`src/hdl/cau_pkg.sv`:
```
// Shared types, widths and codes of the complex arithmetic unit.
// Used by every module of the block; depends on nothing.
`timescale 1ns / 1ps
package cau_pkg;
    localparam int DATA_WIDTH = 16;
    localparam int FRAC_BITS  = 12;
    localparam int MAG_WIDTH  = 2 * DATA_WIDTH;
    localparam int QUO_WIDTH  = DATA_WIDTH + 1;
    localparam int REM_WIDTH  = MAG_WIDTH + QUO_WIDTH + FRAC_BITS;
    localparam int FIFO_DEPTH = 4;
    localparam int PTR_WIDTH  = $clog2(FIFO_DEPTH);

    localparam logic [1:0] OP_ADD = 2'd0;
    localparam logic [1:0] OP_SUB = 2'd1;
    localparam logic [1:0] OP_MUL = 2'd2;
    localparam logic [1:0] OP_DIV = 2'd3;

    localparam logic [1:0] ST_OK  = 2'd0;
    localparam logic [1:0] ST_SAT = 2'd1;
    localparam logic [1:0] ST_DZ  = 2'd2;

    localparam logic [DATA_WIDTH-1:0] POS_MAX = {1'b0, {(DATA_WIDTH-1){1'b1}}};
    localparam logic [DATA_WIDTH-1:0] NEG_MIN = {1'b1, {(DATA_WIDTH-1){1'b0}}};

    typedef struct packed {
        logic [1:0]                   operation;
        logic signed [DATA_WIDTH-1:0] x_real;
        logic signed [DATA_WIDTH-1:0] x_imag;
        logic signed [DATA_WIDTH-1:0] y_real;
        logic signed [DATA_WIDTH-1:0] y_imag;
    } in_word_t;

    typedef struct packed {
        logic signed [DATA_WIDTH-1:0] z_real;
        logic signed [DATA_WIDTH-1:0] z_imag;
        logic [1:0]                   status;
    } out_word_t;

    typedef struct packed {
        in_word_t word;
        logic     div_zero;
    } entry_t;

    typedef struct packed {
        logic         valid;
        logic         pop;
        entry_t       head;
    } queue_if_t;
endpackage

```
`src/hdl/cau_front.sv`:
```
// Front end: takes input words, flags zero divisors, pushes into the queue.
// Depends on cau_pkg.
`timescale 1ns / 1ps
module cau_front
    import cau_pkg::*;
(
    input  logic     clk,
    input  logic     rst_n,
    input  logic     in_valid,
    output logic     in_stall,
    input  in_word_t in_data,
    input  logic     full,
    output logic     push,
    output entry_t   entry
);
    logic   valid_reg;
    logic   valid_next;
    entry_t data_reg;
    entry_t data_next;

    assign in_stall = valid_reg && full;
    assign push     = valid_reg && !full;
    assign entry    = data_reg;

    always_comb
    begin
        valid_next = in_stall ? valid_reg : in_valid;
        data_next.word     = in_data;
        data_next.div_zero = (in_data.operation == OP_DIV) &&
                             (in_data.y_real == '0) && (in_data.y_imag == '0);
    end

    always_ff @(posedge clk or negedge rst_n)
    begin
        if (!rst_n)
            valid_reg <= 1'b0;
        else
            valid_reg <= valid_next;
    end

    always_ff @(posedge clk)
    begin
        if (!in_stall)
            data_reg <= data_next;
    end
endmodule

```
`config.mk`:
```
export PLATFORM = sky130hd
export DESIGN_NAME = cau_front
export DESIGN_NICKNAME = d
export VERILOG_FILES = /design/src/hdl/cau_pkg.sv /design/src/hdl/cau_front.sv
export SDC_FILE = /design/constraint.sdc
export NUM_CORES = 1
export LEC_CHECK = 0
export CORE_UTILIZATION = 40
export CTS_CLUSTER_DIAMETER = 120
export DETAILED_ROUTE_END_ITERATION = 8
export DONT_BUFFER_PORTS = 1
export PLACE_DENSITY = 0.68
export SLEW_MARGIN = 40
export SYNTH_ARGS = -nofsm -noshare
export SYNTH_HDL_FRONTEND = slang
export SYNTH_SLANG_ARGS = --single-unit
export TNS_END_PERCENT = 5
```
`constraint.sdc`:
```
create_clock -name clk -period 2.1 [get_ports clk]
set_input_delay 0 -clock clk [delete_from_list [all_inputs] [get_ports clk]]
set_output_delay 0 -clock clk [all_outputs]
set_load 0.005 [all_outputs]
```
# Word-level counts from Yosys, hierarchy flattened
# Cells that the tools add are included.
[totals] inputBits=70 word_cells=15 reg_bits=68 output_inout_bits=69
[op_classes] n_reduce_logical=7 eq_ne=1
[op_table] op="logical NOT 16 bit" count=2
[op_table] op="logical AND 1 bit" count=4
[op_table] op="== test 2 bit (second input constant)" count=1
[op_table] op="logical NOT 1 bit" count=1

# Logic depth before layout (Yosys ltp)
# Gate-level depths: netlist of run 1.
[logic_depth] ltp_word=3 ltp_mapped=3 ltp_nobuf=3

# Worst setup path before layout of run 1
# No wires, ideal clock.
[synth_timing] path_kind="reg-to-reg" startpoint="reg valid_reg" endpoint="reg data_reg, in the netlist entry[0], enable pin" arrival_time_ns=1.812 stages_incl_launch_ff=2 setup_time_ns=0.429 path_slack_ns=-0.141 path_buffers=0 period_less_slack_ns=2.241 path_cell_list="dfrtp_1 -> nand2_1"
[synth_via] elab_chain_len=1
[synth_lines] element="start: declaration" line_no="cau_front.sv:16" rtl="logic valid_reg;"
[synth_lines] element="start signal: assignment" line_no="cau_front.sv:38" rtl="valid_reg <= valid_next;"
[synth_lines] element="logical AND 1 bit" line_no="cau_front.sv:21" rtl="assign in_stall = valid_reg && full;"
[synth_lines] element="end signal: assignment" line_no="cau_front.sv:44" rtl="data_reg <= data_next;"
[synth_lines] element="end: declaration" line_no="cau_front.sv:18" rtl="entry_t data_reg;"
# Every way passes these cells.
# A chain may end at the register's enable or synchronous reset.

==> results of run 1 <==
[metrics by stage]
stage          std cells  hold slack [ns]  area, um^2  worst slack (ns)
2_1_floorplan         86           -0.296        2150             0.504
3_3_place_gp         157           -0.296        2260              1.00
3_5_place_dp         157           -0.296        2260             0.965
4_1_cts              242          0.00103        3140             0.829
5_1_grt              242           0.0292        3140             0.760
6_report             242           0.0417        3140             0.794
[routing by layer]
| metal | track usage | routed length, um |
|---|---|---|
| met1 | 0.169 | 1680 |
| met2 | 0.305 | 2560 |
| met3 | 0.100 | 562 |
| met4 | 0.0947 | 91 |
| met5 | 0 | 0 |
[cell families (layout without fill, tap and decap cells)]
kind of cell           after synthesis  after routing  synth area share
buffers and inverters                1             87           0.00175
flip-flops                          68             68             0.949
AND/OR/NAND/NOR                     17             17            0.0490
[cells in the mapped netlist, drive strengths merged]
master | n | area, um^2
nand2b | 1 | 6.26
nor2b | 1 | 6.26
nor4 | 8 | 62.6
nand2 | 3 | 11.3
dfrtp | 1 | 25.0
nor2 | 2 | 7.51
nand3 | 1 | 5.00
edfxtp | 67 | 2010
inv | 1 | 3.75
nand4 | 1 | 6.26
[where the power goes]
| part | switching [W] | internal [W] |
|---|---|---|
| Combinational | 0.0000645 | 0.0000953 |
| Sequential | 0.0000534 | 0.00161 |
| Clock | 0.000481 | 0.000553 |
[cell type report]
| class | count | share of cell area |
|---|---|---|
| inverters | 1 | 0.00120 |
| well taps | 70 | 0.0279 |
| clock buffers | 11 | 0.0418 |
| clock inverters | 5 | 0.0199 |
| repair buffers | 70 | 0.226 |
| flip-flops and latches | 68 | 0.649 |
| multi-input cells | 17 | 0.0343 |
[final timing paths]
| path | depth (start not counted) | slack, ns | endpoint |
|---|---|---|---|
| max in group asynchronous | 2 | 1.56 | valid_reg |
| min in group asynchronous | 2 | 0.43 | valid_reg |
| setup / recovery | 4 | 0.79 | entry[0] |
| hold reg to reg | 3 | 0.79 | valid_reg |
| hold / removal | 1 | 0.04 | push |
| setup reg to reg | 2 | 0.95 | entry[42] |
==> summary.md, run 1 <==
| Metric | Value |
|---|---|
| Status | completed |
| CP peak stage delay | 0.55 ns |
| Filler instances | 395 |
| Worst slew pin tran | 0.370 ns |
| Post-Route WL | 4.90 mm |
| Critical path launch point type | input port |
| Initial antenna violation count | 0 |
| Max FFs per register | 67 |
| Worst path slowest cell | dlygate4sd3_1 |
| CP startpoint | in_data[27] |
| Clk_skew | slightly above 0.007 ns |
| CP cell instances | dlygate4sd3_1, nor4_1, nand2_1, nor4_2 |
| Register area | approximately 2000 um^2 |
| Hold Crit Start | full |
| Final hold vios | 0 |
| Antenna viol nets, final | 0 |
| Syn avg cell area | 25.0 um^2 |
| Final period util | 0.622 |
| H-tree depth | 3 |
| Drt wl/cell | around 20 um |
| Max-cap viol count | 0 |
| Util after Layout | 0.611 |
| Die area | roughly 5700 um^2 |
| Mapped Cells | 86 |
| VDD IR max | about 0.53 mV |
| Post-synth cell types | 11 |
| TritonCTS clock tree | done |
| Grt ovf | 0 |
| Total number of vias | 1184 |
| CP delay by family, top | simple AND/OR/NAND/NOR gates |
| Static Leakage | 1.10 nW |
| Post-CTS setup buffer count | 0 |
| Share of cells above drive strength 1 | 0.105 |
| Cts hold-fix bufs | 69 |
| First-pass GRT wire length | about 6.6 mm |
| Crit Path Class | in -> reg |
| FF+latch count, synth | between 60 and 70 |
| Longest Clk Path Bufs | 2 |
| Largest net degree at the start of global routing | 70 |
| Slew Viols, Final | 0 |
| # DRC | 0 |
| Seq/Total Area, Yosys | 0.949 |
| CP arrival | ~1.5 ns |
| Critical Path RT | 2.25 ns |
| Power per cell area | approximately 900 nW/um^2 |
| Critical path capture point type | register |
| Post-Syn Nets | roughly 160 |
| Chip height | 75.2 um |
| CORE AREA | 5140 um^2 |
| GPL Wtd Cong | between 0.7 and 0.8 |
| Crit Reg-Reg Startpoint | valid_reg |
| I/O pin count | about 140 |
| Drt first pass iters | 4 |
| Post-layout power | about 0.0029 W |
| Total CTS buffers | 9 |
| RSZ-0062 raised after global routing | false |
| Vias per Instance | slightly below 5 |
| Antenna cell count | 0 |
| Relative slew margins | 0.751 |
| Num Clock Sinks | 68 |
| Row cnt | 26 |
| Initial core utilization | 0.417 |
| GRT Overall Usage | 0.178 |
| Count of synthesis-stage warnings from yosys | 0 |
| Post_cts resized | 0 |
| Total negative slack | 0 ns |
| Root Buffer | clkbuf_8 |
| Commonest non-fill, non-tap cell in the layout | dlygate4sd3_1 |
| Die X | around 75 um |
| Hold Path Class | in -> out |
| Clk slew on worst S/H paths | ~0.070 ns |
| Nets | 237 |
| Most frequent cells in the layout | dlygate4sd3_1, edfxtp_1, clkbuf_8 |
| Fmax | approximately 770 MHz |
| First DRT Iteration DRCs | 51 |
| Area of the multi-input gates | ~110 um^2 |
| Post-Synthesis Cell Area | 2150 um^2 |
| Buf/Inv on CP | 1 |
| Area Growth Syn to Fin | 46.4% |
| Port Buf Inserts | 0 |
| Vias in the first global route | 1284 |
| Worst skew pair latency | approximately 0.33 ns |
| Final Setup Violations | 0 |
| Crit path time final | about 1.3 ns |
| Crit Path Max Fanout | 2 |
Power figures use the tool's default switching activity.
==> run 2, diff against run 1 <==
PLACE_DENSITY = 0.66   (was 0.68)
clock period = 1.3 ns   (was 2.1 ns; I/O delays follow)
==> run 2 against run 1 <==
Count of clock-buffer cells in the layout is 2 lower. Critical endpoint is now in_stall. Routed wire length is 1.3% lower. Highest routed layer unchanged. Critical path depth shrank 1. Combinational power grew 68%. Via count shrank 1.2%.
==> summary.md, run 2 (synthesized netlist as in run 1, its figures left out) <==
| Metric | Value |
|---|---|
| CP delay by family, top | flip-flops |
| Chip height | roughly 75 um |
| Critical path launch point type | register |
| Longest Clk Path Bufs | 2 |
| Final hold slack | 0.0191 ns |
| Final period util | 0.879 |
| Post_cts resized | 0 |
| Drt first pass iters | 4 |
| Crit path to | in_stall |
| H-tree depth | 3 |
| WP depth | 3 |
| GRT Overall Usage | 0.179 |
| Die X | between 70 and 80 um |
| Relative slew margins | 0.805 |
| RSZ-0062 raised after global routing | false |
| Total negative slack | 0 ns |
| Vias in the first global route | roughly 1300 |
| TritonCTS clock tree | done |
| Area Growth Syn to Fin | 47.3% |
| Worst slew pin tran | between 0.2 and 0.3 ns |
| R2R Path End | entry[27] |
| Static Leakage | around 1.1 nW |
| Grt ovf | 0 |
| Placed Cells incl. Taps | approximately 160 |
| Crit Path Class | reg -> out |
| Final Setup Violations | 0 |
| Clk_skew | between 0.004 and 0.005 ns |
| # DRC | 0 |
| GPL Wtd Cong | roughly 0.75 |
| Clk slew on worst S/H paths | about 0.070 ns |
| Critical path capture point type | output pin |
| Fmax | 875 MHz |
| Antenna cell count | 0 |
| Buf/Inv on CP | 2 |
| CP startpoint | valid_reg |
| CP peak stage delay | a little over 0.4 ns |
| Worst reg2reg path depth | 2 |
| CORE AREA | slightly above 5000 um^2 |
| I/O pin count | 139 |
| Num Clock Sinks | 68 |
| Final hold vios | 0 |
| Commonest non-fill, non-tap cell in the layout | dlygate4sd3_1 |
| Drt wl/cell | ~20 um |
| CP cell instances | nand2_4, buf_12, inv_1 |
| Initial core utilization | 0.417 |
| Total CTS buffers | 9 |
| First DRT Iteration DRCs | 59 |
| Worst skew pair latency | between 0.3 and 0.4 ns |
| Post-Route WL | 4.83 mm |
| Total number of vias | about 1200 |
| Initial antenna violation count | 0 |
| Cts hold-fix bufs | between 60 and 70 |
| CP arrival | about 1.1 ns |
| Reg2reg setup slack | 0.25 ns |
| Root Buffer | clkbuf_8 |
| Crit Reg-Reg Startpoint | valid_reg |
| VDD IR max | ~0.89 mV |
| First-pass GRT wire length | roughly 6.8 mm |
| Antenna viol nets, final | 0 |
| Vias per Instance | 4.81 |
| Row cnt | 26 |
| DPL Wire Length | roughly 2.9 mm |
| Crit path time final | around 1.1 ns |
| Hold Path Class | in -> reg |
| Most frequent cells in the layout | dlygate4sd3_1, edfxtp_1, clkbuf_8 |
| Share of cells above drive strength 1 | 0.116 |
| Crit Path Max Fanout | 36 |
| Largest net degree at the start of global routing | 37 |
| Post-CTS setup buffer count | 0 |
| Port Buf Inserts | 0 |
| Die area | between 5000 and 6000 um^2 |
| Power per cell area | around 1500 nW/um^2 |
| Nets | 238 |
| Slew Viols, Final | 0 |
| Non-Filler Instances | around 240 |
| Max FFs per register | between 60 and 70 |
| Status | completed |
| Worst path slowest cell | dfrtp_1 |
| Max-cap viol count | 0 |
| Critical Path RT | approximately 1.3 ns |
| Post-layout power | between 0.004 and 0.005 W |
[run 2: cell count changes in the layout (fill, tap and decap cells not counted), sizes merged]
cell,delta
clkinv,+3
clkbuf,-2
clkinvlp,-2
buf,+1
inv,+1
[run 2: stage by stage]
step	instance area, um^2	utilization	worst slack, ns
final	3160	0.615	0.158
after global placement	2280	0.444	0.296
after floorplan	2150	-	0.0349
after global routing	3160	0.615	0.0505
after detailed placement	2280	0.444	0.274
after CTS	3160	0.615	0.140
[run 2: layout make-up]
cell class | count | area, um^2
fillers | 395 | 1980
well taps | 70 | 87.6
clock inverters | 7 | 66.3
clock buffers | 9 | 124
multi-input cells | 17 | 113
repair buffers | 71 | 731
flip-flops and latches | 68 | 2040
inverters | 1 | 3.75
[run 2: tightest hold or removal path, cell delays in order]
cell	delay (ns)
nor4_1	0.03
nand3_1	0.10
nor4_2	0.05
[run 2: where the power goes]
part | total [W] | switching (W) | internal, W
Clock | 0.00165 | 0.000767 | 0.000879
Sequential | 0.00268 | 0.0000898 | 0.00259
Combinational | 0.000268 | 0.000105 | 0.000163
[run 2: how the worst min path moves through the flow]
| stage | from | to | slack (ns) | cells past startpoint |
|---|---|---|---|---|
| 3_3_place_gp | rst_n | valid_reg | -0.30 | 0 |
| 5_1_grt | in_data[2] | entry[0] | 0.02 | 3 |
| 3_5_place_dp | rst_n | valid_reg | -0.30 | 0 |
| 2_1_floorplan | rst_n | valid_reg | -0.30 | 0 |
| 4_1_cts | in_data[12] | entry[0] | 0.005 | 3 |
| 6_report | in_data[2] | entry[0] | 0.02 | 3 |
[run 2: layer usage]
metal	wire length, um	global-route usage
met5	0	0
met4	65	0.0885
met3	541	0.0937
met2	2790	0.322
met1	1440	0.163
