## config.mk

```make
export PLATFORM = sky130hd
export DESIGN_NAME = cau_fifo
export DESIGN_NICKNAME = d
export VERILOG_FILES = /design/src/hdl/cau_pkg.sv /design/src/hdl/cau_fifo.sv
export SDC_FILE = /design/constraint.sdc
export NUM_CORES = 1
export LEC_CHECK = 0
export BUFFER_PORTS_ARGS = -buffer_cell sky130_fd_sc_hd__buf_2
export CAP_MARGIN = 0
export CELL_PAD_IN_SITES_DETAIL_PLACEMENT = 1
export CELL_PAD_IN_SITES_GLOBAL_PLACEMENT = 1
export CORE_ASPECT_RATIO = 1.1
export CORE_MARGIN = 5
export CORE_UTILIZATION = 45
export DETAILED_ROUTE_END_ITERATION = 10
export GPL_ROUTABILITY_DRIVEN = 0
export PLACE_DENSITY_LB_ADDON = 0.1
export SLEW_MARGIN = 30
export SYNTH_ARGS = -nofsm -noshare
export SYNTH_HDL_FRONTEND = slang
export SYNTH_SLANG_ARGS = --single-unit
```

## constraint.sdc

```tcl
create_clock -name clk -period 2.7 [get_ports clk]
set_clock_uncertainty 0.15 [all_clocks]
set_input_delay 0.54 -clock clk [delete_from_list [all_inputs] [get_ports clk]]
set_output_delay 0.54 -clock clk [all_outputs]
set_load 0.05 [all_outputs]
```

## src/hdl/cau_pkg.sv

```systemverilog
// Shared types, widths and codes of the complex arithmetic unit.
// Used by every module of the block; depends on nothing.
`timescale 1ns / 1ps
package cau_pkg;
    localparam int DATA_WIDTH = 16;
    localparam int FRAC_BITS  = 12;
    localparam int MAG_WIDTH  = 2 * DATA_WIDTH;
    localparam int QUO_WIDTH  = DATA_WIDTH + 1;
    localparam int REM_WIDTH  = MAG_WIDTH + QUO_WIDTH + FRAC_BITS;
    localparam int FIFO_DEPTH = 4;
    localparam int PTR_WIDTH  = $clog2(FIFO_DEPTH);

    localparam logic [1:0] OP_ADD = 2'd0;
    localparam logic [1:0] OP_SUB = 2'd1;
    localparam logic [1:0] OP_MUL = 2'd2;
    localparam logic [1:0] OP_DIV = 2'd3;

    localparam logic [1:0] ST_OK  = 2'd0;
    localparam logic [1:0] ST_SAT = 2'd1;
    localparam logic [1:0] ST_DZ  = 2'd2;

    localparam logic [DATA_WIDTH-1:0] POS_MAX = {1'b0, {(DATA_WIDTH-1){1'b1}}};
    localparam logic [DATA_WIDTH-1:0] NEG_MIN = {1'b1, {(DATA_WIDTH-1){1'b0}}};

    typedef struct packed {
        logic [1:0]                   operation;
        logic signed [DATA_WIDTH-1:0] x_real;
        logic signed [DATA_WIDTH-1:0] x_imag;
        logic signed [DATA_WIDTH-1:0] y_real;
        logic signed [DATA_WIDTH-1:0] y_imag;
    } in_word_t;

    typedef struct packed {
        logic signed [DATA_WIDTH-1:0] z_real;
        logic signed [DATA_WIDTH-1:0] z_imag;
        logic [1:0]                   status;
    } out_word_t;

    typedef struct packed {
        in_word_t word;
        logic     div_zero;
    } entry_t;

    typedef struct packed {
        logic         valid;
        logic         pop;
        entry_t       head;
    } queue_if_t;
endpackage

```

## src/hdl/cau_fifo.sv

```systemverilog
// Short queue between front and back end.
// Depends on cau_pkg.
`timescale 1ns / 1ps
module cau_fifo
    import cau_pkg::*;
(
    input  logic      clk,
    input  logic      rst_n,
    input  logic      push,
    input  entry_t    entry,
    output logic      full,
    output queue_if_t q_out,
    input  logic      pop
);
    entry_t               mem [FIFO_DEPTH];
    logic [PTR_WIDTH-1:0] wr_reg, wr_next, rd_reg, rd_next;
    logic [PTR_WIDTH:0]   cnt_reg, cnt_next;
    logic                 do_pop;

    assign full        = (cnt_reg == (PTR_WIDTH+1)'(FIFO_DEPTH));
    assign q_out.valid = (cnt_reg != '0);
    assign q_out.pop   = do_pop;
    assign q_out.head  = mem[rd_reg];
    assign do_pop      = pop && q_out.valid;

    always_comb
    begin
        wr_next  = push ? PTR_WIDTH'((wr_reg + 1'b1) % FIFO_DEPTH) : wr_reg;
        rd_next  = do_pop ? PTR_WIDTH'((rd_reg + 1'b1) % FIFO_DEPTH) : rd_reg;
        cnt_next = cnt_reg + (PTR_WIDTH+1)'(push) - (PTR_WIDTH+1)'(do_pop);
    end

    always_ff @(posedge clk or negedge rst_n)
    begin
        if (!rst_n)
        begin
            wr_reg  <= '0;
            rd_reg  <= '0;
            cnt_reg <= '0;
        end
        else
        begin
            wr_reg  <= wr_next;
            rd_reg  <= rd_next;
            cnt_reg <= cnt_next;
        end
    end

    always_ff @(posedge clk)
    begin
        if (push)
            mem[wr_reg] <= entry;
    end
endmodule

```

### Word-level counts from Yosys, hierarchy flattened

Memory sizes are Yosys's and may differ from the RTL's.
Cells that the tools add are included.

* register bits after elaboration: 7
* bits in latches: 0
* memory bits (writable): 268
* bits in read-only memories: 0
* input bits: 71
* output and inout bits: 70
* word-level logic and storage cells: 13
* memories kept: 1

Memories
* mem: depth 4, bits a word 67, rd ports 1, clocked after memory_dff 0, write ports 1, line cau_fifo.sv:15 `entry_t mem [FIFO_DEPTH];`

* $add $sub $neg: 4
* multipliers: 0
* div/mod/pow operators: 0
* $lt $le $gt $ge: 0
* equality and inequality tests: 1
* shifts and indexed selects: 0
* multiplexer cells: 2
* bitwise gates (word level): 0
* reductions and logical operators: 2

Operator list (number)
* $add A2 B1 Y2 const B: 2
* $add A3 B1 Y3: 1
* $eq A3 B3 Y1 const B: 1
* $reduce_bool A3 Y1: 1
* $sub A3 B1 Y3: 1
* $mux W1: 2
* $logic_and A1 B1 Y1: 1

### Longest topological paths before layout

Gate-level depths: netlist of the first run.

* depth after elaboration: 3
* depth in mapped cells: 7
* gate-level depth less buffers: 7

### Worst setup path before layout of the first run

OpenSTA, ideal clock, no wires.

* path type: reg-to-reg
* start point: register wr_reg[0]
* end point: memory mem[0][0] (netlist bit) (enable)
* library setup time: 0.432 ns
* arrival time: 2.193 ns
* data required time: 2.118 ns
* setup slack: -0.075 ns
* stages on the path, launching flop included: 4
* buffers on the path: 0
* clock period less this slack: 2.775 ns
* cells stage by stage: dfrtp_1 inv_1 ha_1 and2_1

RTL lines
* start, declared: line cau_fifo.sv:16 `logic [PTR_WIDTH-1:0] wr_reg, wr_next, rd_reg, rd_next;`
* start signal, assigned: line cau_fifo.sv:43 `wr_reg <= wr_next;`
* end, declared: line cau_fifo.sv:15

Straight into the memory's write port.

==> results of run 1 <==
==> layout by cell type (no fill, tap or decap), types with 9 or more instances in the layout <==
| cell type | n |
|---|---|
| sky130_fd_sc_hd__clkinv_1 | 9 |
| sky130_fd_sc_hd__buf_4 | 15 |
| sky130_fd_sc_hd__clkbuf_16 | 31 |
| sky130_fd_sc_hd__mux4_2 | 67 |
| sky130_fd_sc_hd__edfxtp_1 | 268 |
| sky130_fd_sc_hd__buf_12 | 11 |
| sky130_fd_sc_hd__buf_2 | 74 |
| sky130_fd_sc_hd__clkbuf_1 | 9 |
| sky130_fd_sc_hd__buf_6 | 63 |
==> power groups by stage <==
stage	logic, mW	clock network [mW]	registers (mW)
floorplan	4.70	0	5.81
global placement	6.12	0	5.91
detailed placement	6.15	0	5.98
CTS	6.70	3.49	5.87
global route	7.76	3.70	5.91
finish	7.40	3.39	5.85
==> worst max-delay path: cells and delay by family (launching register included) <==
| kind | cells | cell delay, ps |
|---|---|---|
| flip-flops | 1 | 430 |
| buffers and inverters | 3 | 520 |
| multiplexers | 1 | 530 |
==> metrics by stage <==
| stage | util (%) | setup WS [ps] |
|---|---|---|
| floorplan | - | 8.43 |
| global placement | 51.2 | 459 |
| detailed placement | 51.2 | 461 |
| CTS | 55.8 | -97.1 |
| global route | 57.6 | -69.2 |
| finish | 57.6 | -6.80 |
==> cell families after synthesis <==
| kind of cell | after synthesis | synth area share (%) |
|---|---|---|
| and+or+nand+nor | 7 | 0.409 |
| adders and majority gates | 7 | 0.943 |
| buffers and inverters | 23 | 1.51 |
| muxes | 67 | 15.0 |
| AOI/OAI and AO/OA | 3 | 0.223 |
| DFF | 275 | 81.5 |
| xor gates and xnor gates | 5 | 0.434 |
==> final cells by class <==
type	count	area, µm²	share of cell area, %
tap	295	369	2.90
sequential	275	8230	64.7
clock buffer	36	709	5.57
clock inverter	13	82.6	0.649
multi-input combinational	89	1720	13.5
timing repair buffer	171	1590	12.5
inverter	6	22.5	0.177
==> worst max-delay path by stage <==
stage,cells after the start,to,from,slack (ps)
after global routing,4,q_out[60],rd_reg[0]$_DFFE_PN0P_,-70
final,4,q_out[60],rd_reg[0]$_DFFE_PN0P_,-7
after detailed placement,3,q_out[33],rd_reg[0]$_DFFE_PN0P_,460
after floorplan,1,mem[3][0]$_DFFE_PP_,push,8
after global placement,3,q_out[47],rd_reg[0]$_DFFE_PN0P_,460
after CTS,3,q_out[26],rd_reg[0]$_DFFE_PN0P_,-100
==> per-layer routing <==
layer  global-route usage, %  vias to the layer above  wire (µm)
li1                        -                     2024          -
met3                    4.33                       41       1280
met4                    3.29                       10        319
met2                    27.1                      113      10700
met5                       0                        -         73
met1                    20.4                     2500       8620
==> what timing repair did <==
item	CTS	global route
hold endpoints to repair	7	0
gates resized for setup	63	107
endpoints found under the setup margin	67	67
gates cloned	0	6
hold buffers	1	0
pin swaps	0	0
setup buffers	1	2
==> reports/summary.txt, run 1 <==
Count of warnings emitted by yosys: 0
Top cells by instance count after synthesis: sky130_fd_sc_hd__edfxtp_1 (268), sky130_fd_sc_hd__mux4_2 (67), sky130_fd_sc_hd__dfrtp_1 (7)
Count of clock tree sinks: 275
Vias in the first global route: 5,247
Leak: 4.41 nW
Nets: 648
Setup repair after global routing missed its margin: true
Area of all placed cells without fillers: 0.0127 mm²
WP data arrival: 2020 ps
Total global-route track usage: 15.8%
CTS buffer count: 27
Hold Crit Depth: 1
Final worst path period share: 100%
Routed Antenna Nets: 0
Synth-to-Final Area Change: 26.2%
Number of enable flip-flop cells after synthesis: 268
Worst VDD drop: 815 µV
Worst r2r dst: cnt_reg[2]$_DFF_PN0_
Ranking of synthesized cells by area: sky130_fd_sc_hd__edfxtp_1 (80%), sky130_fd_sc_hd__mux4_2 (15%), sky130_fd_sc_hd__dfrtp_1 (1.7%), sky130_fd_sc_hd__ha_1 (0.74%), sky130_fd_sc_hd__buf_12 (0.40%)
Status: finished with violations
Synth cell types: 20
Routed length per instance: 23.7 µm
Std-Cell Core Area: 0.0221 mm²
Synthesized area per cell: 26.1 µm²
Clock Pin Slew Worst Setup and Hold Paths: 60 ps
Hold Worst Slack: 69.4 ps
First-pass GRT wire length: 31,200 µm
Design Power: 16.6 mW
Most frequently used flop master after synthesis: sky130_fd_sc_hd__edfxtp_1
Startpoint kind of the worst setup timing path: flip-flop
Cell at the root of the clock tree: sky130_fd_sc_hd__clkbuf_16
Summed instance area of the synthesized netlist: 0.0101 mm²
Worst EP required: 2010 ps
Violations in the final reports: negative setup slack
Cell with the most instances after synthesis: sky130_fd_sc_hd__edfxtp_1
Hold path startpoint: entry[42]
Dpl hpwl: 12,900 µm
Nets in the synthesized netlist: 465
Count of placed standard cells in the final layout, fillers left out: 885
Net switching power: 6.18 mW
Fraction of the yosys area taken by sequential cells: 81.5%
Final worst slack: -6.80 ps
Initial antenna violation count: 5
DRC violations left: 0
Internal reg-to-reg setup slack: 490 ps
Clock network latency to the later pin of the worst-skew pair: 510 ps
Area fraction of the dominant cell type after synthesis: 79.8%
Std-Cell Rows: 57
Clock network power share: 20.4%
Number of iterations in the first detailed-routing pass: 4
Fill cell count: 1,878
Worst R2R Path Depth: 7
Via count of the routed design: 4,688
Fraction of layout cells with a size suffix above 1: 46.4%
Chip height: 167 µm
Post-Route Setup TNS: -6.80 ps
Share of async-settable or async-resettable flops after synthesis: 2.55%
Clock tree from TritonCTS: done
Total of endpoints with negative setup slack in the final report: 1
Slew at the pin closest to its max-slew limit: 518 ps
Proportion of power drawn by combinational gates: 44.5%
Total power density per cell area: 1310 mW/mm²
Maximum achievable frequency: 0.369 GHz
Share of total power consumed by net switching: 37.2%
Cell total after placement: 826
Number of diodes added for antenna fixing: 0
Min Clock Period, post-route: 2710 ps
Hold endpoint: mem[2][42]$_DFFE_PP_
Die X: 153 µm
Number of pins exceeding their max-slew limit in the final report: 0
Deepest clock path buffer count: 3
Part of the power in registers: 35.1%
Critical path class: reg2out
Synthesized flop and latch total: 275
Worst flop-to-flop path startpoint: cnt_reg[1]$_DFF_PN0_
Post-synth top area cell: sky130_fd_sc_hd__edfxtp_1
Slowest stage delay, CP: 530 ps
Internal power consumption: 10.5 mW
Pin count of the biggest net entering global routing: 32
Count of routing violations after the opening detailed-route iteration: 188
Avg Vias per Cell: 5.30
Largest fanout on the critical path: 8
Boundary pin count: 141
I/O Buffers: 140
Die area: 0.0255 mm²
Placed Instance Area: 0.0113 mm²
Grt ovf: 0
Crit-path slowest cell: sky130_fd_sc_hd__mux4_2
Starting density of the core: 45.6%
Count of H-tree levels built during CTS: 1
Drt total wl: 21,000 µm
Critical Path Sink Type: primary output
Worst hold path class: in2reg
Hold violation total from the final report: 0
Max FFs per register: 268
Number of violations of the max-capacitance limit: 0
Post-synthesis cell count: 387
Worst slew margin relative to its limit: 65.5%
Cell-by-cell trace of the critical path: buf_12 > clkbuf_16 > mux4_2 > buf_6
(Power assumes the default switching activity.)
==> run 2, diff against run 1 <==
Settings changed: CELL_PAD_IN_SITES_DETAIL_PLACEMENT 1 to 2, CELL_PAD_IN_SITES_GLOBAL_PLACEMENT 1 to 2, CORE_UTILIZATION 45 to 40, CTS_BUF_LIST set to sky130_fd_sc_hd__clkbuf_16.
==> reports/summary.txt, run 2 (synthesized netlist as in run 1, its figures left out) <==
Maximum achievable frequency: 0.366 GHz (was 0.369 GHz)
Min Clock Period, post-route: 2730 ps (was 2710 ps)
Hold violation total from the final report: 0 (unchanged)
Clock tree from TritonCTS: done (unchanged)
Total of endpoints with negative setup slack in the final report: 13 (was 1)
Count of placed standard cells in the final layout, fillers left out: 902 (was 885)
Hold Crit Depth: 1 (unchanged)
Commonest cells after routing, fill and taps aside: sky130_fd_sc_hd__edfxtp_1 (268), sky130_fd_sc_hd__buf_2 (73), sky130_fd_sc_hd__mux4_2 (67) (was sky130_fd_sc_hd__edfxtp_1 (268), sky130_fd_sc_hd__buf_2 (74), sky130_fd_sc_hd__mux4_2 (67))
Number of pins exceeding their max-slew limit in the final report: 0 (unchanged)
Worst r2r dst: cnt_reg[2]$_DFF_PN0_ (unchanged)
Largest fanout on the critical path: 7 (was 8)
Initial antenna violation count: 3 (was 5)
Worst flop-to-flop path startpoint: cnt_reg[1]$_DFF_PN0_ (unchanged)
Clock Pin Slew Worst Setup and Hold Paths: 60 ps (about the same)
Worst VDD drop: 747 µV (was 815 µV)
Routed Antenna Nets: 0 (unchanged)
Area of the multi-input gates: 0.00172 mm² (unchanged)
Final worst path period share: 101% (was 100%)
Worst slew margin relative to its limit: 67.7% (was 65.5%)
Number of iterations in the first detailed-routing pass: 4 (unchanged)
Status: finished with violations (unchanged)
First-pass GRT wire length: 34,700 µm (was 31,200 µm)
Final worst slack: -29.0 ps (was -6.80 ps)
Critical path class: reg2out (unchanged)
Grt ovf: 0 (unchanged)
Slew at the pin closest to its max-slew limit: 484 ps (was 518 ps)
Fill cell count: 2,121 (was 1,878)
Pin count of the biggest net entering global routing: 38 (was 32)
Layout Utilization: 50.9% (was 57.6%)
Std-Cell Core Area: 0.0251 mm² (was 0.0221 mm²)
Dpl hpwl: 13,600 µm (was 12,900 µm)
Die X: 161 µm (was 153 µm)
Hold path startpoint: entry[1] (was entry[42])
Critical Path Sink Type: primary output (unchanged)
Count of H-tree levels built during CTS: 1 (unchanged)
Clock network latency to the later pin of the worst-skew pair: 530 ps (was 510 ps)
Number of diodes added for antenna fixing: 0 (unchanged)
CTS buffer count: 29 (was 27)
DRC violations left: 0 (unchanged)
I/O Buffers: 140 (unchanged)
Total power density per cell area: 1330 mW/mm² (was 1310 mW/mm²)
Std-Cell Rows: 61 (was 57)
Die area: 0.0285 mm² (was 0.0255 mm²)
Leak: 4.45 nW (was 4.41 nW)
Worst EP required: 2010 ps (about the same)
Most frequent standard cell in the layout excluding fill and tap cells: sky130_fd_sc_hd__edfxtp_1 (unchanged)
Hold endpoint: mem[0][1]$_DFFE_PP_ (was mem[2][42]$_DFFE_PP_)
WP data arrival: 2040 ps (was 2020 ps)
Boundary pin count: 141 (unchanged)
Area of all placed cells without fillers: 0.0128 mm² (was 0.0127 mm²)
Number of violations of the max-capacitance limit: 0 (unchanged)
Count of routing violations after the opening detailed-route iteration: 335 (was 188)
Internal reg-to-reg setup slack: 460 ps (was 490 ps)
Nets: 643 (was 648)
Design Power: 17.1 mW (was 16.6 mW)
Total global-route track usage: 16.2% (was 15.8%)
Synth-to-Final Area Change: 26.8% (was 26.2%)
Startpoint kind of the worst setup timing path: flip-flop (unchanged)
Drt total wl: 22,600 µm (was 21,000 µm)
Worst R2R Path Depth: 7 (unchanged)
Deepest clock path buffer count: 3 (unchanged)
Cell total after placement: 839 (was 826)
Via count of the routed design: 4,664 (was 4,688)
Routed length per instance: 25.0 µm (was 23.7 µm)
Worst hold path class: in2reg (unchanged)
Fraction of layout cells with a size suffix above 1: 47.2% (was 46.4%)
Max FFs per register: 268 (unchanged)
Avg Vias per Cell: 5.17 (was 5.30)
Chip height: 177 µm (was 167 µm)
Count of clock tree sinks: 275 (unchanged)
Starting density of the core: 40.2% (was 45.6%)
Placed Instance Area: 0.0113 mm² (about the same)
Setup repair after global routing missed its margin: true (unchanged)
Cell at the root of the clock tree: sky130_fd_sc_hd__clkbuf_16 (unchanged)
Vias in the first global route: 5,445 (was 5,247)
FF/Latch Area: 0.00823 mm² (unchanged)
Violations in the final reports: negative setup slack (unchanged)
run 2: changes by cell type in the layout (fill, tap and decap cells not counted):
| cell | delta |
|---|---|
| sky130_fd_sc_hd__clkbuf_1 | -9 |
| sky130_fd_sc_hd__buf_4 | -5 |
| sky130_fd_sc_hd__clkinv_2 | +5 |
| sky130_fd_sc_hd__buf_12 | -3 |
| sky130_fd_sc_hd__buf_8 | +3 |
| sky130_fd_sc_hd__bufinv_16 | +3 |
| sky130_fd_sc_hd__inv_1 | +3 |
| sky130_fd_sc_hd__buf_6 | +2 |
| sky130_fd_sc_hd__clkbuf_16 | -2 |
| sky130_fd_sc_hd__buf_16 | +1 |
| sky130_fd_sc_hd__buf_2 | -1 |
| sky130_fd_sc_hd__clkinv_4 | +1 |
| sky130_fd_sc_hd__inv_6 | -1 |
run 2: worst max path at each step:
stage,startpoint,end,cells past startpoint
2_1_floorplan,push,mem[3][0]$_DFFE_PP_,1
3_3_place_gp,rd_reg[0]$_DFFE_PN0P_,q_out[27],3
3_5_place_dp,rd_reg[0]$_DFFE_PN0P_,q_out[27],3
4_1_cts,rd_reg[0]$_DFFE_PN0P_,q_out[0],4
5_1_grt,rd_reg[0]$_DFFE_PN0P_,q_out[61],4
6_report,rd_reg[0]$_DFFE_PN0P_,q_out[61],4
run 2: area by class of cell:
cell class / instances / share of cell area (%)
well taps: 315 / 3.08
clock buffers: 29 / 5.67
multi-input cells: 89 / 13.5
clock inverters: 24 / 1.63
inverters: 6 / 0.176
flip-flops and latches: 275 / 64.4
repair buffers: 164 / 11.6
run 2: timing repair:
action	4_1_cts	5_1_grt
gates resized for setup	132	12
cloned	4	0
hold endpoints to repair	7	0
setup buffers	6	2
hold buffers	1	0
endpoints found under the setup margin	67	67
run 2: metrics by stage:
step	setup WS (ps)	hold WS [ps]	setup TNS [ps]
after floorplan	8.43	94.4	0
after global placement	419	234	0
after detailed placement	401	242	0
after CTS	-122	43.7	-4000
after global routing	-110	45.1	-3920
final	-29.0	70.1	-85.8
run 2: per-layer routing:
layer / vias to the layer above / global-route usage [%] / wire length (µm)
met2: 111 / 27.8 / 11900
met4: 6 / 3.70 / 355
met5: - / 0 / 38
met3: 33 / 3.64 / 1170
li1: 2016 / - / -
met1: 2498 / 21.3 / 9060
run 2: critical path: stages, from the launching register on:
cell and delay [ps]:
sky130_fd_sc_hd__dfrtp_4 510, sky130_fd_sc_hd__buf_12 140, sky130_fd_sc_hd__buf_16 140, sky130_fd_sc_hd__mux4_2 530, sky130_fd_sc_hd__buf_8 170
run 2: power breakdown:
part / internal [mW] / switching, mW / leakage [nW]
clock: 2.32 / 1.56 / 0.475
combinational: 2.85 / 4.45 / 1.43
sequential: 5.60 / 0.268 / 2.54
==> run 3, diff against run 2 <==
Settings changed: SETUP_SLACK_MARGIN set to 0.5.
==> reports/summary.txt, run 3 (synthesized netlist as in run 1, its figures left out) <==
Boundary pin count: 141 (unchanged)
Count of clock tree sinks: 275 (unchanged)
Design Power: 17.2 mW (was 17.1 mW)
Layout Utilization: 51.8% (was 50.9%)
Largest fanout on the critical path: 6 (was 7)
FF/Latch Area: 0.00823 mm² (about the same)
Area of the multi-input gates: 0.00174 mm² (was 0.00172 mm²)
Total of endpoints with negative setup slack in the final report: 38 (was 13)
Max FFs per register: 268 (unchanged)
Critical Path Sink Type: primary output (unchanged)
Vias in the first global route: 5,476 (was 5,445)
Std-Cell Core Area: 0.0251 mm² (unchanged)
Std-Cell Rows: 61 (unchanged)
WP data arrival: 2090 ps (was 2040 ps)
Via count of the routed design: 4,611 (was 4,664)
Die area: 0.0285 mm² (unchanged)
Deepest clock path buffer count: 3 (unchanged)
Grt ovf: 0 (unchanged)
Count of routing violations after the opening detailed-route iteration: 214 (was 335)
Violations in the final reports: negative setup slack (unchanged)
Min Clock Period, post-route: 2780 ps (was 2730 ps)
Slew at the pin closest to its max-slew limit: 435 ps (was 484 ps)
Most frequent standard cell in the layout excluding fill and tap cells: sky130_fd_sc_hd__edfxtp_1 (unchanged)
Drt total wl: 22,300 µm (was 22,600 µm)
Worst VDD drop: 653 µV (was 747 µV)
Critical path class: reg2out (unchanged)
Internal reg-to-reg setup slack: 510 ps (was 460 ps)
Worst slew margin relative to its limit: 70.6% (was 67.7%)
Startpoint kind of the worst setup timing path: flip-flop (unchanged)
Routed Antenna Nets: 0 (unchanged)
CTS buffer count: 29 (unchanged)
Total global-route track usage: 15.8% (was 16.2%)
Status: finished with violations (unchanged)
Maximum achievable frequency: 0.360 GHz (was 0.366 GHz)
DRC violations left: 0 (unchanged)
Count of H-tree levels built during CTS: 1 (unchanged)
Pin count of the biggest net entering global routing: 32 (was 38)
Chip height: 177 µm (unchanged)
Worst r2r dst: cnt_reg[2]$_DFF_PN0_ (unchanged)
Dpl hpwl: 14,100 µm (was 13,600 µm)
Hold endpoint: mem[2][54]$_DFFE_PP_ (was mem[0][1]$_DFFE_PP_)
Worst flop-to-flop path startpoint: cnt_reg[1]$_DFF_PN0_ (unchanged)
Initial antenna violation count: 2 (was 3)
Commonest cells after routing, fill and taps aside: sky130_fd_sc_hd__edfxtp_1 (268), sky130_fd_sc_hd__buf_2 (70), sky130_fd_sc_hd__mux4_2 (67), sky130_fd_sc_hd__buf_6 (67), sky130_fd_sc_hd__clkbuf_16 (30) (was sky130_fd_sc_hd__edfxtp_1 (268), sky130_fd_sc_hd__buf_2 (73), sky130_fd_sc_hd__mux4_2 (67))
Worst EP required: 2010 ps (about the same)
Final worst path period share: 103% (was 101%)
Number of iterations in the first detailed-routing pass: 4 (unchanged)
Worst hold path class: in2reg (unchanged)
Hold violation total from the final report: 0 (unchanged)
Die X: 161 µm (unchanged)
Worst R2R Path Depth: 7 (unchanged)
Setup repair after global routing missed its margin: true (unchanged)
Number of pins exceeding their max-slew limit in the final report: 0 (unchanged)
Avg Vias per Cell: 5.03 (was 5.17)
Synth-to-Final Area Change: 29.0% (was 26.8%)
Hold path startpoint: entry[54] (was entry[1])
Cell at the root of the clock tree: sky130_fd_sc_hd__clkbuf_16 (unchanged)
Leak: 4.56 nW (was 4.45 nW)
Final worst slack: -81.5 ps (was -29.0 ps)
I/O Buffers: 140 (unchanged)
Total power density per cell area: 1320 mW/mm² (was 1330 mW/mm²)
Routed length per instance: 24.3 µm (was 25.0 µm)
Hold Crit Depth: 1 (unchanged)
Nets: 659 (was 643)
Clock tree from TritonCTS: done (unchanged)
First-pass GRT wire length: 34,100 µm (was 34,700 µm)
Fraction of layout cells with a size suffix above 1: 49.3% (was 47.2%)
Number of violations of the max-capacitance limit: 0 (unchanged)
Fill cell count: 2,106 (was 2,121)
Clock Pin Slew Worst Setup and Hold Paths: 60 ps (about the same)
Clock network latency to the later pin of the worst-skew pair: 520 ps (was 530 ps)
Starting density of the core: 40.2% (unchanged)
[run 3: cell count changes in the layout (fill, tap and decap cells not counted), moves of 2 or more]
cell | before | now
sky130_fd_sc_hd__buf_12 | 8 | 14
sky130_fd_sc_hd__buf_2 | 73 | 70
sky130_fd_sc_hd__buf_4 | 10 | 16
sky130_fd_sc_hd__buf_6 | 65 | 67
sky130_fd_sc_hd__buf_8 | 4 | 7
sky130_fd_sc_hd__bufinv_16 | 4 | 2
sky130_fd_sc_hd__clkinv_1 | 9 | 6
sky130_fd_sc_hd__inv_1 | 9 | 11
[run 3: worst max-delay path by stage]
stage                                from        end  cells after the start
global route        rd_reg[0]$_DFFE_PN0P_  q_out[15]                      5
global placement    rd_reg[0]$_DFFE_PN0P_  q_out[24]                      3
floorplan           rd_reg[0]$_DFFE_PN0P_  q_out[38]                      3
finish              rd_reg[0]$_DFFE_PN0P_  q_out[23]                      5
CTS                 rd_reg[0]$_DFFE_PN0P_  q_out[23]                      5
detailed placement  rd_reg[0]$_DFFE_PN0P_  q_out[24]                      3
[run 3: metal layers]
metal,track usage [%],up-vias,routed length [µm]
met5,0,-,19
met4,3.52,4,300
li1,-,2047,-
met3,3.60,28,1230
met2,28.5,114,12000
met1,19.7,2418,8770
[run 3: worst max-delay path, cell delays in order (launching register included)]
cell and delay, ps:
sky130_fd_sc_hd__dfrtp_4 530, sky130_fd_sc_hd__buf_12 150, sky130_fd_sc_hd__buf_12 130, sky130_fd_sc_hd__buf_16 140, sky130_fd_sc_hd__mux4_2 440, sky130_fd_sc_hd__buf_6 170
[run 3: report_power, final]
part,internal [mW],total [mW],switching [mW]
logic,3.22,7.75,4.53
clock network,2.12,3.66,1.54
registers,5.60,5.84,0.242
[run 3: cell type report]
cell class	count	share of cell area, %
diodes	1	0.0192
clock buffers	29	5.58
clock inverters	21	1.11
inverters	6	0.173
multi-input cells	89	13.4
flip-flops and latches	275	63.2
well taps	315	3.03
repair buffers	180	13.5
[run 3: timing repair]
item / 4_1_cts / 5_1_grt
pin swaps: 2 / 2
hold buffers: 1 / 0
resized for setup: 164 / 3
endpoints found under the setup margin: 71 / 71
setup buffers: 15 / 2
endpoints found under the hold margin: 7 / 0
cloned: 4 / 1
[run 3: stage by stage]
step	setup TNS, ps	hold WS [ps]	worst slack (ps)	area (µm²)	cells
floorplan	0	94.4	595	10100	387
global placement	0	243	347	11300	842
detailed placement	0	245	336	11300	842
CTS	-3660	45.4	-112	13000	912
global route	-6220	47.0	-149	13000	915
finish	-1930	72.2	-81.5	13000	916
